### config.mk
export PLATFORM = sky130hd
export DESIGN_NAME = sprite_frame_sequencer
export DESIGN_NICKNAME = d
export VERILOG_FILES = /design/src/rtl/sfs_pkg.sv /design/src/rtl/sprite_frame_sequencer.sv
export VERILOG_INCLUDE_DIRS = /design/src /design/src/rtl
export SDC_FILE = /design/constraint.sdc
export NUM_CORES = 2
export LEC_CHECK = 0
export BUFFER_PORTS_ARGS = -buffer_cell sky130_fd_sc_hd__buf_2
export CAP_MARGIN = 30
export CORE_MARGIN = 2
export CORE_UTILIZATION = 58
export CTS_CLUSTER_SIZE = 16
export DETAILED_ROUTE_END_ITERATION = 10
export HOLD_SLACK_MARGIN = 0.08
export MAX_ROUTING_LAYER = met4
export PLACE_DENSITY = 0.77
export SLEW_MARGIN = 20
export SYNTH_ARGS = -nofsm -noshare
export SYNTH_HDL_FRONTEND = slang
export SYNTH_SLANG_ARGS = --single-unit
### constraint.sdc
create_clock -name clk -period 7.8 [get_ports clk]
set_clock_uncertainty 0.2 [all_clocks]
set_input_delay 1.56 -clock clk [delete_from_list [all_inputs] [get_ports clk]]
set_output_delay 1.56 -clock clk [all_outputs]
set_load 0.05 [all_outputs]
### src/rtl/sprite_frame_sequencer_macros.svh
// Assertion macros for the sprite frame sequencer.
// Included by the top level; the bodies are empty when SYNTHESIS is defined.
`ifndef SPRITE_FRAME_SEQUENCER_MACROS_SVH
`define SPRITE_FRAME_SEQUENCER_MACROS_SVH
`ifndef SYNTHESIS
`define SFS_ASSERT_IMP(lbl, clk, rst_n, ante, cons) \
  lbl: assert property (@(posedge clk) disable iff (!rst_n) (ante) |-> (cons)) \
    else $error("sprite_frame_sequencer assertion failed");
`define SFS_ASSERT_NXT(lbl, clk, rst_n, ante, cons) \
  lbl: assert property (@(posedge clk) disable iff (!rst_n) (ante) |=> (cons)) \
    else $error("sprite_frame_sequencer assertion failed");
`else
`define SFS_ASSERT_IMP(lbl, clk, rst_n, ante, cons)
`define SFS_ASSERT_NXT(lbl, clk, rst_n, ante, cons)
`endif
`endif

### src/rtl/sfs_pkg.sv
// Package for the sprite frame sequencer: payload structs, codes and the
// microcode table. No dependencies.
package sfs_pkg;

  localparam int MAX_FRAMES_DEF = 64;
  localparam int CELL_BITS_DEF  = 12;

  localparam int STEP_W    = 5;
  localparam int CFG_IDX_W = 3;
  localparam int CFG_DAT_W = 16;
  localparam int DND_W     = 33;
  localparam int DVS_W     = 16;
  localparam int DIV_CNT_W = 6;
  localparam logic [DIV_CNT_W-1:0] DIV_N = DIV_CNT_W'(DND_W);

  localparam logic [1:0] MODE_TICK    = 2'd0;
  localparam logic [1:0] MODE_RESTART = 2'd1;
  localparam logic [1:0] MODE_LOAD    = 2'd2;

  localparam logic [CFG_IDX_W-1:0] CFG_FRAME_PERIOD  = 3'd0;
  localparam logic [CFG_IDX_W-1:0] CFG_LOOP_ENABLE   = 3'd1;
  localparam logic [CFG_IDX_W-1:0] CFG_CLIP_LENGTH   = 3'd2;
  localparam logic [CFG_IDX_W-1:0] CFG_SHEET_COLUMNS = 3'd3;
  localparam logic [CFG_IDX_W-1:0] CFG_FRAME_WIDTH   = 3'd4;
  localparam logic [CFG_IDX_W-1:0] CFG_FRAME_HEIGHT  = 3'd5;

  typedef struct packed {
    logic [1:0]  mode;
    logic [15:0] elapsed;
    logic [5:0]  entry_index;
    logic [11:0] entry_cell;
  } in_item_t;

  typedef struct packed {
    logic [19:0] src_x;
    logic [23:0] src_y;
    logic [5:0]  frame_position;
    logic        shown;
  } out_item_t;

  typedef enum logic [3:0] {
    OP_NOP,
    OP_TAKE,
    OP_ADD_TIME,
    OP_DIV_TIME,
    OP_DIV_STEP,
    OP_STEPS,
    OP_DIV_POS,
    OP_POS_WRAP,
    OP_STOP,
    OP_HOLD,
    OP_APPLY,
    OP_READ,
    OP_DIV_CELL,
    OP_MUL,
    OP_EMIT
  } op_t;

  typedef enum logic [3:0] {
    C_NEVER,
    C_ALWAYS,
    C_NO_ITEM,
    C_NOT_TICK,
    C_SKIP_ADV,
    C_QUOT_ZERO,
    C_NO_LOOP,
    C_DIV_MORE,
    C_OUT_FULL
  } cond_t;

  typedef struct packed {
    op_t               op;
    cond_t             cond;
    logic [STEP_W-1:0] target;
  } ctrl_word_t;

  localparam logic [STEP_W-1:0] ST_TAKE     = 5'd0;
  localparam logic [STEP_W-1:0] ST_DISPATCH = 5'd1;
  localparam logic [STEP_W-1:0] ST_ADD      = 5'd2;
  localparam logic [STEP_W-1:0] ST_TDIV     = 5'd3;
  localparam logic [STEP_W-1:0] ST_TDIV_RUN = 5'd4;
  localparam logic [STEP_W-1:0] ST_STEPS    = 5'd5;
  localparam logic [STEP_W-1:0] ST_LOOPCHK  = 5'd6;
  localparam logic [STEP_W-1:0] ST_PDIV     = 5'd7;
  localparam logic [STEP_W-1:0] ST_PDIV_RUN = 5'd8;
  localparam logic [STEP_W-1:0] ST_WRAP     = 5'd9;
  localparam logic [STEP_W-1:0] ST_STOP     = 5'd10;
  localparam logic [STEP_W-1:0] ST_HOLD     = 5'd11;
  localparam logic [STEP_W-1:0] ST_APPLY    = 5'd12;
  localparam logic [STEP_W-1:0] ST_READ     = 5'd13;
  localparam logic [STEP_W-1:0] ST_CDIV     = 5'd14;
  localparam logic [STEP_W-1:0] ST_CDIV_RUN = 5'd15;
  localparam logic [STEP_W-1:0] ST_MUL      = 5'd16;
  localparam logic [STEP_W-1:0] ST_EMIT     = 5'd17;
  localparam logic [STEP_W-1:0] ST_RETURN   = 5'd18;

  function automatic ctrl_word_t ucode_rom(logic [STEP_W-1:0] addr);
    ctrl_word_t cw;
    unique case (addr)
      ST_TAKE:     cw = '{OP_TAKE,     C_NO_ITEM,   ST_TAKE};
      ST_DISPATCH: cw = '{OP_NOP,      C_NOT_TICK,  ST_APPLY};
      ST_ADD:      cw = '{OP_ADD_TIME, C_SKIP_ADV,  ST_READ};
      ST_TDIV:     cw = '{OP_DIV_TIME, C_NEVER,     ST_TAKE};
      ST_TDIV_RUN: cw = '{OP_DIV_STEP, C_DIV_MORE,  ST_TDIV_RUN};
      ST_STEPS:    cw = '{OP_STEPS,    C_QUOT_ZERO, ST_READ};
      ST_LOOPCHK:  cw = '{OP_NOP,      C_NO_LOOP,   ST_STOP};
      ST_PDIV:     cw = '{OP_DIV_POS,  C_NEVER,     ST_TAKE};
      ST_PDIV_RUN: cw = '{OP_DIV_STEP, C_DIV_MORE,  ST_PDIV_RUN};
      ST_WRAP:     cw = '{OP_POS_WRAP, C_ALWAYS,    ST_READ};
      ST_STOP:     cw = '{OP_STOP,     C_NEVER,     ST_TAKE};
      ST_HOLD:     cw = '{OP_HOLD,     C_ALWAYS,    ST_READ};
      ST_APPLY:    cw = '{OP_APPLY,    C_NEVER,     ST_TAKE};
      ST_READ:     cw = '{OP_READ,     C_NEVER,     ST_TAKE};
      ST_CDIV:     cw = '{OP_DIV_CELL, C_NEVER,     ST_TAKE};
      ST_CDIV_RUN: cw = '{OP_DIV_STEP, C_DIV_MORE,  ST_CDIV_RUN};
      ST_MUL:      cw = '{OP_MUL,      C_NEVER,     ST_TAKE};
      ST_EMIT:     cw = '{OP_EMIT,     C_OUT_FULL,  ST_EMIT};
      ST_RETURN:   cw = '{OP_NOP,      C_ALWAYS,    ST_TAKE};
      default:     cw = '{OP_NOP,      C_ALWAYS,    ST_TAKE};
    endcase
    return cw;
  endfunction

endpackage

### src/rtl/sprite_frame_sequencer.sv
// Sprite frame sequencer: microcoded control over a shared restoring
// divider, three small multipliers and the frame table memory.
// Depends on sfs_pkg and sprite_frame_sequencer_macros.svh.
//
// Usage:
//   in_*  : one transaction per item (tick, restart, load); in_ready is high
//           only while the sequencer waits at its first microcode step.
//   out_* : exactly one result transaction per accepted item, held in an
//           output register until out_ready takes it.
//   cfg_* : register writes, always ready; write only while the block is idle.
// Timing: in_ready returns only once the previous result is in the output register.
//   Every item runs the cell split; a tick that advances also runs the time split
//   and, given a frame step, the stop and hold steps (holding clip) or the wrap
//   split (looping clip). Each divider pass is a load and 33 shift steps: one pass
//   for the cell split, one for the time split, one for the wrap.
//   The result becomes valid in the cycle before in_ready returns.
// Reset: synchronous, active low; clears position, timer, active flag and
//   registers to their reset values. Table contents stay undefined until loaded.
// Stall: while out_valid waits, the next item may be accepted and worked on;
//   the sequencer holds at its emit step until the output register is free.
`include "sprite_frame_sequencer_macros.svh"

module sprite_frame_sequencer
  import sfs_pkg::*;
#(
  parameter int MAX_FRAMES = MAX_FRAMES_DEF,
  parameter int CELL_BITS  = CELL_BITS_DEF
) (
  input  logic                 clk,
  input  logic                 rst_n,
  input  logic                 in_valid,
  output logic                 in_ready,
  input  in_item_t             in_data,
  output logic                 out_valid,
  input  logic                 out_ready,
  output out_item_t            out_data,
  input  logic                 cfg_valid,
  output logic                 cfg_ready,
  input  logic [CFG_IDX_W-1:0] cfg_index,
  input  logic [CFG_DAT_W-1:0] cfg_data
);

  localparam int POS_W  = (MAX_FRAMES > 1) ? $clog2(MAX_FRAMES) : 1;
  localparam int LEN_W  = $clog2(MAX_FRAMES + 1);
  localparam int PROD_W = LEN_W + 16;
  localparam int YP_W   = CELL_BITS + 12;

  logic [STEP_W-1:0]    step_r, step_nxt;
  ctrl_word_t           cw;
  logic                 jump;

  logic [15:0]          frame_period_r;
  logic                 loop_enable_r;
  logic [6:0]           clip_length_r;
  logic [7:0]           sheet_columns_r;
  logic [11:0]          frame_width_r;
  logic [11:0]          frame_height_r;

  in_item_t             item_r;
  logic [POS_W-1:0]     pos_r;
  logic [31:0]          acc_r;
  logic                 active_r;
  logic [31:0]          sum_r;
  logic [31:0]          steps_r;
  logic [PROD_W-1:0]    prod_r;
  logic                 ge_r;

  logic [DND_W-1:0]     dnd_r;
  logic [DVS_W-1:0]     rem_r;
  logic [DVS_W-1:0]     dvs_r;
  logic [DIV_CNT_W-1:0] div_cnt_r;

  logic [CELL_BITS-1:0] frame_table [MAX_FRAMES];
  logic [CELL_BITS-1:0] rd_r;

  logic [19:0]          x_prod_r;
  logic [23:0]          y_prod_r;
  logic                 out_valid_r;
  out_item_t            out_r;

  logic [31:0]          len_full;
  logic [LEN_W-1:0]     len;
  logic                 pos_lt_len;
  logic [POS_W-1:0]     rd_addr;
  logic [32:0]          time_sum;
  logic [31:0]          time_sat;
  logic [LEN_W-1:0]     stop_v;
  logic [PROD_W-1:0]    prod_v;
  logic [DND_W-1:0]     pos_dnd;
  logic [17:0]          trial;
  logic                 trial_ok;
  logic [31:0]          pos32;
  logic [31:0]          cell32;
  logic [19:0]          x_full;
  logic [YP_W-1:0]      y_full;
  logic [31:0]          y32;
  logic                 show;
  logic                 load_ok;

  assign cw        = ucode_rom(step_r);
  assign in_ready  = (cw.op == OP_TAKE);
  assign cfg_ready = 1'b1;
  assign out_valid = out_valid_r;
  assign out_data  = out_r;

  always_comb begin
    len_full   = (32'(clip_length_r) > 32'(MAX_FRAMES)) ? 32'(MAX_FRAMES)
                                                        : 32'(clip_length_r);
    len        = len_full[LEN_W-1:0];
    pos32      = 32'(pos_r);
    pos_lt_len = pos32 < 32'(len);
    rd_addr    = pos_lt_len ? pos_r : POS_W'(len - LEN_W'(1));
    time_sum   = {1'b0, acc_r} + 33'(item_r.elapsed);
    time_sat   = time_sum[32] ? 32'hFFFF_FFFF : time_sum[31:0];
    stop_v     = pos_lt_len ? (len - LEN_W'(pos_r)) : LEN_W'(1);
    prod_v     = PROD_W'(stop_v) * PROD_W'(frame_period_r);
    pos_dnd    = pos_lt_len ? (33'(pos_r) + 33'(steps_r)) : (33'(steps_r) - 33'd1);
    trial      = {1'b0, rem_r, dnd_r[DND_W-1]} - {2'b00, dvs_r};
    trial_ok   = !trial[17];
    cell32     = 32'(item_r.entry_cell);
    x_full     = 20'(rem_r[7:0]) * 20'(frame_width_r);
    y_full     = YP_W'(dnd_r[CELL_BITS-1:0]) * YP_W'(frame_height_r);
    y32        = 32'(y_full);
    show       = active_r && (len != '0) && (sheet_columns_r != 8'd0);
    load_ok    = 32'(item_r.entry_index) < 32'(MAX_FRAMES);
  end

  always_comb begin
    unique case (cw.cond)
      C_NEVER:     jump = 1'b0;
      C_ALWAYS:    jump = 1'b1;
      C_NO_ITEM:   jump = !in_valid;
      C_NOT_TICK:  jump = (item_r.mode != MODE_TICK);
      C_SKIP_ADV:  jump = !active_r || (len == '0) || (frame_period_r == 16'd0);
      C_QUOT_ZERO: jump = (dnd_r == '0);
      C_NO_LOOP:   jump = !loop_enable_r;
      C_DIV_MORE:  jump = (div_cnt_r != DIV_CNT_W'(1));
      C_OUT_FULL:  jump = out_valid_r;
      default:     jump = 1'b0;
    endcase
    step_nxt = jump ? cw.target : step_r + STEP_W'(1);
  end

  always_ff @(posedge clk) begin
    if (!rst_n) begin
      step_r          <= ST_TAKE;
      frame_period_r  <= 16'd0;
      loop_enable_r   <= 1'b1;
      clip_length_r   <= 7'd0;
      sheet_columns_r <= 8'd1;
      frame_width_r   <= 12'd0;
      frame_height_r  <= 12'd0;
      pos_r           <= '0;
      acc_r           <= 32'd0;
      active_r        <= 1'b0;
      div_cnt_r       <= '0;
      out_valid_r     <= 1'b0;
    end else begin
      step_r <= step_nxt;
      if (cfg_valid && cfg_ready) begin
        unique case (cfg_index)
          CFG_FRAME_PERIOD:  frame_period_r  <= cfg_data;
          CFG_LOOP_ENABLE:   loop_enable_r   <= cfg_data[0];
          CFG_CLIP_LENGTH:   clip_length_r   <= cfg_data[6:0];
          CFG_SHEET_COLUMNS: sheet_columns_r <= cfg_data[7:0];
          CFG_FRAME_WIDTH:   frame_width_r   <= cfg_data[11:0];
          CFG_FRAME_HEIGHT:  frame_height_r  <= cfg_data[11:0];
          default: ;
        endcase
      end
      if (out_valid_r && out_ready) begin
        out_valid_r <= 1'b0;
      end
      unique case (cw.op)
        OP_TAKE: begin
          if (in_valid) begin
            item_r <= in_data;
          end
        end
        OP_ADD_TIME: sum_r <= time_sat;
        OP_DIV_TIME: begin
          dnd_r     <= 33'(sum_r);
          dvs_r     <= frame_period_r;
          rem_r     <= '0;
          div_cnt_r <= DIV_N;
        end
        OP_DIV_STEP: begin
          dnd_r     <= {dnd_r[DND_W-2:0], trial_ok};
          rem_r     <= trial_ok ? trial[15:0] : {rem_r[14:0], dnd_r[DND_W-1]};
          div_cnt_r <= div_cnt_r - DIV_CNT_W'(1);
        end
        OP_STEPS: begin
          acc_r   <= 32'(rem_r);
          steps_r <= dnd_r[31:0];
        end
        OP_DIV_POS: begin
          dnd_r     <= pos_dnd;
          dvs_r     <= DVS_W'(len);
          rem_r     <= '0;
          div_cnt_r <= DIV_N;
        end
        OP_POS_WRAP: pos_r <= rem_r[POS_W-1:0];
        OP_STOP: begin
          prod_r <= prod_v;
          ge_r   <= steps_r >= 32'(stop_v);
        end
        OP_HOLD: begin
          if (ge_r) begin
            acc_r <= sum_r - 32'(prod_r);
            pos_r <= POS_W'(len - LEN_W'(1));
          end else begin
            pos_r <= POS_W'(pos32 + steps_r);
          end
        end
        OP_APPLY: begin
          if (item_r.mode == MODE_RESTART) begin
            pos_r    <= '0;
            acc_r    <= 32'd0;
            active_r <= 1'b1;
          end
        end
        OP_DIV_CELL: begin
          dnd_r     <= 33'(rd_r);
          dvs_r     <= {8'd0, sheet_columns_r};
          rem_r     <= '0;
          div_cnt_r <= DIV_N;
        end
        OP_MUL: begin
          x_prod_r <= x_full;
          y_prod_r <= y32[23:0];
        end
        OP_EMIT: begin
          if (!out_valid_r) begin
            out_valid_r          <= 1'b1;
            out_r.src_x          <= show ? x_prod_r : 20'd0;
            out_r.src_y          <= show ? y_prod_r : 24'd0;
            out_r.frame_position <= pos32[5:0];
            out_r.shown          <= show;
          end
        end
        default: ;
      endcase
    end
  end

  always_ff @(posedge clk) begin
    if ((cw.op == OP_APPLY) && (item_r.mode == MODE_LOAD) && load_ok) begin
      frame_table[POS_W'(item_r.entry_index)] <= cell32[CELL_BITS-1:0];
    end
    if (cw.op == OP_READ) begin
      rd_r <= frame_table[rd_addr];
    end
  end

  `SFS_ASSERT_NXT(a_take_leaves, clk, rst_n, in_valid && in_ready, !in_ready)
  `SFS_ASSERT_IMP(a_div_count, clk, rst_n, cw.op == OP_DIV_STEP, div_cnt_r != '0)
  `SFS_ASSERT_IMP(a_pos_range, clk, rst_n, 1'b1, pos32 < 32'(MAX_FRAMES))
  `SFS_ASSERT_NXT(a_emit_loads, clk, rst_n, (cw.op == OP_EMIT) && !out_valid_r, out_valid_r)

endmodule

# == After elaboration in Yosys (flattened, before gate mapping) ==
# Memory sizes are Yosys's and may differ from the RTL's. A register that Yosys moved wholly into a read port is not among the register bits.
# Index checks and enable logic that the tools add are counted.
# classes
addsub,10
multipliers,3
order_cmp,3
eq_ne,32
muxes,23
bitwise,1
n_reduce_logical,41
# op_table
op,count
$pmux W33 S4,1
$pmux W32 S3,1
$mux W32,2
$pmux W16 S3,1
$add A32 B16 Y33,1
$add A6 B32 Y33,1
$logic_not A33 Y1,1
$mux W33,1
$sub A32 B1 Y33 const B,1
$eq A4 B3 Y1 const B,8
$eq A4 B4 Y1 const B,8
$ge A32 B7 Y1,1
$pmux W16 S2,1
$sub A32 B23 Y32,1
$reduce_and A2 Y1,15
$mul A12 B12 Y24,1
$mul A7 B16 Y23,1
$mul A8 B12 Y20,1
$mux W6,3
$pmux W6 S3,1
$sub A17 B16 Y18,1
$eq A4 B2 Y1 const B,4
$logic_not A16 Y1,1
$mux W16,1
32 further kinds,55
# word_totals
ff_bits,391
ram_bits,768
mem_bits_ro,416
out_inout_bits,54
wordCells,144
memories,2
# mem_list
memory,words,word_bits,read_ports,rd_ports_with_merged_regs,wr,line_no,rtl
frame_table,64,12,1,1,1,sprite_frame_sequencer.sv:73,logic [CELL_BITS-1:0] frame_table [MAX_FRAMES];
(name not given),32,13,1,1,0,sfs_pkg.sv:99,unique case (addr)

# == Depth between registers and ports, before layout ==
# logic_depth
ltp_word,8
mapped_depth,31

# == Least setup slack after synthesis ==
# OpenSTA, ideal clock, no wires.
# synth_path
path_kind,flip-flop to flip-flop
startpoint,register clip_length_r[6]
endpoint,register prod_r[22] (data pin)
setup_time_ns,0.260
arrival_ns,7.095
required_ns,7.340
path_slack_ns,0.245
stages_incl_launch_ff,32
path_buffers,3
path_cell_list,dfxtp_1 -> buf_2 -> clkbuf_1 -> nand2b_1 -> ha_1 -> inv_1 -> fa_1 -> a21o_1 -> a21oi_1 -> inv_1 -> maj3_1 -> a211o_1 -> a21oi_1 -> clkbuf_1 -> nand2_1 -> fa_1 -> inv_1 -> fa_1 -> fa_1 -> inv_1 -> fa_1 -> inv_1 -> ha_1 -> or2_2 -> a21oi_1 -> nor2_1 -> a41oi_1 -> a211oi_1 -> or3_1 -> a31o_2 -> a21oi_1 -> xnor2_1
# synth_via
elab_chain_cells,5
word_cells_on_any_way,6
classes_between,add/sub (1); mul (1); order compare (2); mux (2)
# synth_lines
element,line_no,rtl
start: declaration,sprite_frame_sequencer.sv:54,logic [6:0] clip_length_r;
start signal: assignment,sprite_frame_sequencer.sv:164,CFG_CLIP_LENGTH: clip_length_r <= cfg_data[6:0];
$gt A7 B7 Y1,sprite_frame_sequencer.sv:107,len_full = (32'(clip_length_r) > 32'(MAX_FRAMES)) ? 32'(MAX_FRAMES)
$mux W7 *,sprite_frame_sequencer.sv:107,
$sub A7 B6 Y7 or $lt A6 B7 Y1 (tied branches),"sprite_frame_sequencer.sv:115, sprite_frame_sequencer.sv:111",
$mux W7 *,sprite_frame_sequencer.sv:115,stop_v = pos_lt_len ? (len - LEN_W'(pos_r)) : LEN_W'(1);
$mul A7 B16 Y23 *,sprite_frame_sequencer.sv:116,prod_v = PROD_W'(stop_v) * PROD_W'(frame_period_r);
via prod_v[22],sprite_frame_sequencer.sv:88,logic [PROD_W-1:0] prod_v;
end signal: assignment,sprite_frame_sequencer.sv:204,prod_r <= prod_v;
end: declaration,sprite_frame_sequencer.sv:65,logic [PROD_W-1:0] prod_r;
# Mark *: on every way through the listed nets, which the timed path passes. The rest lies on a longest branch.
# A chain may end at the register's enable or synchronous reset.

# == Worst setup path in the final report ==
# Ends and elaborated chain as after synthesis.

==> impl_metrics.xml <==
<?xml version="1.0" encoding="UTF-8"?>
<metrics>
  <group name="detailed_routing">
    <metric name="dr_total_vias" unit="">44100</metric>
    <metric name="drc" unit="">0</metric>
    <metric name="vias_per_cell" unit="">6.15</metric>
    <metric name="ant_nets" unit="">0</metric>
    <metric name="wl_per_cell" unit="um">23.0</metric>
    <metric name="dr.first_iter.drc_count" unit="">5368</metric>
    <metric name="wirelength" unit="um">165000</metric>
    <metric name="first_pass_iters" unit="">6</metric>
  </group>
  <group name="finish">
    <metric name="final_cell_mix" unit="">nand2_1 (1144), edfxtp_1 (1064), inv_1 (358)</metric>
    <metric name="multi_input_area" unit="um2">25600</metric>
    <metric name="area.sequential" unit="um2">34300</metric>
    <metric name="fillerInstances" unit="">8074</metric>
    <metric name="drive_gt1_share" unit="%">8.45</metric>
    <metric name="layout-area-overhead-vs-synth" unit="%">9.91</metric>
    <metric name="finish.net_count" unit="">6230</metric>
    <metric name="layout_commonest_cell" unit="">nand2_1</metric>
  </group>
  <group name="global_route">
    <metric name="grt_antenna_before_repair" unit="">2</metric>
    <metric name="grt_pass1_vias" unit="">43000</metric>
    <metric name="first_pass_grt_wire_length" unit="um">252000</metric>
    <metric name="grt_remaining_overflow" unit="">0</metric>
    <metric name="global_route.usage.total" unit="%">30.6</metric>
    <metric name="grt_max_degree" unit="">143</metric>
  </group>
  <group name="timing">
    <metric name="hold_violations" unit="">0</metric>
    <metric name="fin_crit" unit="ns">7.33</metric>
    <metric name="finalMaxSlewViolations" unit="">0</metric>
    <metric name="tightestPinTransition" unit="ns">0.987</metric>
    <metric name="grt_setup_unrepaired" unit="">false</metric>
    <metric name="fmax" unit="GHz">0.136</metric>
    <metric name="finalSetupViolCount" unit="">0</metric>
    <metric name="timing.max_slew.rel_slack" unit="%">33.9</metric>
    <metric name="setup-tns-final" unit="ns">0</metric>
    <metric name="final_min_period_over_clock_period" unit="%">94.0</metric>
  </group>
  <group name="worst_setup_path">
    <metric name="critical_path.max_stage_delay" unit="ns">0.49</metric>
    <metric name="critical_path.reg2reg.startpoint" unit="">clip_length_r[6]$_SDFFE_PN0P_</metric>
    <metric name="critical_path.endpoint_type" unit="">register</metric>
    <metric name="maximum_fanout_along_the_worst_path" unit="">12</metric>
    <metric name="arrival" unit="ns">7.61</metric>
    <metric name="cpMaxStageDelayCell" unit="">fa_1</metric>
    <metric name="timing.setup.critical_path_class" unit="">reg -&gt; reg</metric>
    <metric name="worst_path_dominant_cell_family" unit="">adder cells</metric>
    <metric name="ff2ff_setup_slack" unit="ns">0.47</metric>
    <metric name="timing.critical_path.to" unit="">prod_r[22]$_DFFE_PP_</metric>
    <metric name="rr_endpoint" unit="">prod_r[22]$_DFFE_PP_</metric>
    <metric name="rr_worst_depth" unit="">29</metric>
    <metric name="worst_ep_required_time" unit="ns">8.07</metric>
    <metric name="startpoint" unit="">clip_length_r[6]$_SDFFE_PN0P_</metric>
    <metric name="cp.buffers_inverters" unit="">6</metric>
    <metric name="crit_cells" unit="">29</metric>
    <metric name="timing.critical_path.from_type" unit="">register</metric>
  </group>
  <group name="job">
    <metric name="drv.max_cap_violation_count" unit="">0</metric>
  </group>
  <group name="logic_synthesis">
    <metric name="synth_fp_nets" unit="">6138</metric>
    <metric name="register_area_share_after_synthesis" unit="%">55.1</metric>
    <metric name="post_synth.cell_area_avg" unit="um2">11.2</metric>
    <metric name="synth-main-ff-cell" unit="">edfxtp_1</metric>
    <metric name="netlist-cell-type-count" unit="">96</metric>
    <metric name="syn_area" unit="um2">62300</metric>
    <metric name="ys_seq_elements" unit="">1183</metric>
    <metric name="synth_enable_flop_cells" unit="">1064</metric>
    <metric name="synthCells" unit="">5582</metric>
    <metric name="synthArstFlopShare" unit="%">0</metric>
    <metric name="synth-warning-count" unit="">0</metric>
  </group>
  <group name="die">
    <metric name="dieWidth" unit="um">332</metric>
    <metric name="boundaryPins" unit="">114</metric>
    <metric name="die-height" unit="um">332</metric>
    <metric name="std_cell_rows" unit="">120</metric>
    <metric name="core_area" unit="um2">107000</metric>
    <metric name="starting_density_of_the_core" unit="%">58.3</metric>
    <metric name="floorplan.die_area" unit="um2">110000</metric>
  </group>
  <group name="pwr">
    <metric name="p_leak" unit="nW">26.6</metric>
    <metric name="power_density" unit="nW/um2">299</metric>
    <metric name="power" unit="mW">20.5</metric>
    <metric name="peakVddDrop" unit="mV">0.323</metric>
  </group>
  <group name="placed_design">
    <metric name="detailedPlacementHpwl" unit="um">111000</metric>
    <metric name="numPortBuffers" unit="">112</metric>
    <metric name="finalWeightedCongestion" unit="">0.938</metric>
  </group>
  <group name="cts">
    <metric name="ctsRootBufferMaster" unit="">clkbuf_16</metric>
    <metric name="cts_buffers" unit="">117</metric>
    <metric name="cts_max_level" unit="">3</metric>
    <metric name="cts.sinks" unit="">1183</metric>
    <metric name="clk_pin_slew_worst_paths" unit="ns">0.06</metric>
    <metric name="ctsLongestPathBuffers" unit="">3</metric>
    <metric name="worstSkewPairLatency" unit="ns">0.73</metric>
    <metric name="tritoncts" unit="">built</metric>
    <metric name="hold_fix_buffers_at_cts" unit="">0</metric>
  </group>
  <group name="status">
    <metric name="result_of_the_run" unit="">finished, final reports clean</metric>
  </group>
  <group name="hold_path">
    <metric name="hold_class" unit="">reg -&gt; reg</metric>
  </group>
</metrics>
[final cells by class]
cell class | count | area share (%)
diodes | 2 | 0.00730
flip-flops and latches | 1183 | 50.1
repair buffers | 243 | 2.39
inverters | 362 | 1.98
clock buffers | 147 | 4.54
clock inverters | 70 | 1.03
well taps | 1403 | 2.56
multi-input cells | 3767 | 37.4
[flip-flops by register name, summed over array words and instances, names as in the netlist, 5 cells and up]
name	count
sheet_columns_r	8
div_cnt_r	6
x_prod_r	20
cw	12
dvs_r	16
frame_table	768
rd_r	12
step_r	5
item_r	24
out_data	51
frame_height_r	12
prod_r	23
frame_width_r	12
frame_period_r	16
rem_r	16
sum_r	32
steps_r	32
dnd_r	33
cell32	12
clip_length_r	7
y_prod_r	24
acc_r	32
pos_r	6
[cells in the mapped netlist, types with 12 or more instances]
| library cell | instances | area, um2 |
|---|---|---|
| a22oi_1 | 46 | 345 |
| xnor2_1 | 90 | 788 |
| a221oi_1 | 13 | 114 |
| nand2b_1 | 28 | 175 |
| mux2i_1 | 34 | 340 |
| mux2_2 | 12 | 135 |
| ha_1 | 261 | 3270 |
| nor4_1 | 28 | 175 |
| o21bai_1 | 16 | 120 |
| a31oi_1 | 77 | 482 |
| dfxtp_1 | 119 | 2380 |
| buf_4 | 13 | 97.6 |
| nand2_1 | 1144 | 4290 |
| a41o_1 | 13 | 130 |
| and2_1 | 232 | 1450 |
| nor2b_1 | 44 | 275 |
| a21boi_0 | 59 | 443 |
| fa_1 | 235 | 4700 |
| edfxtp_1 | 1064 | 32000 |
| and3_1 | 43 | 269 |
| a222oi_1 | 14 | 140 |
| nand4_1 | 73 | 457 |
| buf_1 | 27 | 101 |
| a21o_1 | 44 | 330 |
| o211ai_1 | 17 | 128 |
| xor2_1 | 50 | 438 |
| inv_1 | 358 | 1340 |
| a211oi_1 | 24 | 180 |
| or3_1 | 18 | 113 |
| nor3_1 | 41 | 205 |
| o21ai_0 | 125 | 626 |
| o21a_1 | 21 | 158 |
| nor2_1 | 250 | 938 |
| buf_2 | 62 | 310 |
| a21oi_1 | 188 | 941 |
| clkbuf_1 | 162 | 608 |
| nand3_1 | 357 | 1790 |
[stage by stage]
step	cell area, um2	utilization (%)	worst slack, ns	std cells	hold slack, ns
2_1_floorplan	62300	-	0.245	5582	0.240
3_3_place_gp	64500	60.4	0.364	6943	0.250
3_5_place_dp	64700	60.5	0.240	6955	0.263
4_1_cts	68500	64.1	0.226	7172	0.277
5_1_grt	68500	64.1	0.0150	7175	0.288
6_report	68500	64.1	0.467	7177	0.280
[worst min-delay path by stage]
stage,startpoint,end,slack [ns],depth (start not counted)
finish,active_r$_SDFFE_PN0P_,active_r$_SDFFE_PN0P_,0.28,1
global placement,active_r$_SDFFE_PN0P_,active_r$_SDFFE_PN0P_,0.25,1
CTS,active_r$_SDFFE_PN0P_,active_r$_SDFFE_PN0P_,0.28,1
global route,active_r$_SDFFE_PN0P_,active_r$_SDFFE_PN0P_,0.29,1
floorplan,active_r$_SDFFE_PN0P_,active_r$_SDFFE_PN0P_,0.24,1
detailed placement,active_r$_SDFFE_PN0P_,active_r$_SDFFE_PN0P_,0.26,1
[layer usage]
metal / vias to the layer above / routed length (um) / GRT usage (%)
met5: - / 0 / -
met4: 0 / 6610 / 11.2
met3: 374 / 15500 / 4.61
met2: 2280 / 79600 / 48.9
met1: 21700 / 63600 / 40.1
li1: 19800 / - / -
[logic make-up (layout without fill, tap and decap cells)]
family                   Yosys count  count (layout)  share of synthesized area (%)
flip-flops                      1183            1183                           55.1
XOR/XNOR                         140             140                           1.97
other                              1               3                        0.00601
buffers and inverters            632             822                           4.07
AND/OR/NAND/NOR                 2312            2312                           17.0
AO/OA/AOI/OAI                    770             770                           8.33
multiplexers                      46              46                          0.763
adder cells (fa/ha/maj)          498             498                           12.8
[report_power, final]
part	total, mW	switching, mW	internal, mW	leakage, nW
Combinational	7.29	5.08	2.21	14.1
Sequential	7.56	0.281	7.28	10.7
Clock	5.62	2.46	3.16	1.83
Total	20.5	7.82	12.7	26.6
[repair_timing]
action | CTS | global route
setup buffers | 0 | 0
endpoints found under the setup margin | 0 | 3
gates resized for setup | 0 | 4
Note: power is estimated with default switching activity, not from simulation.
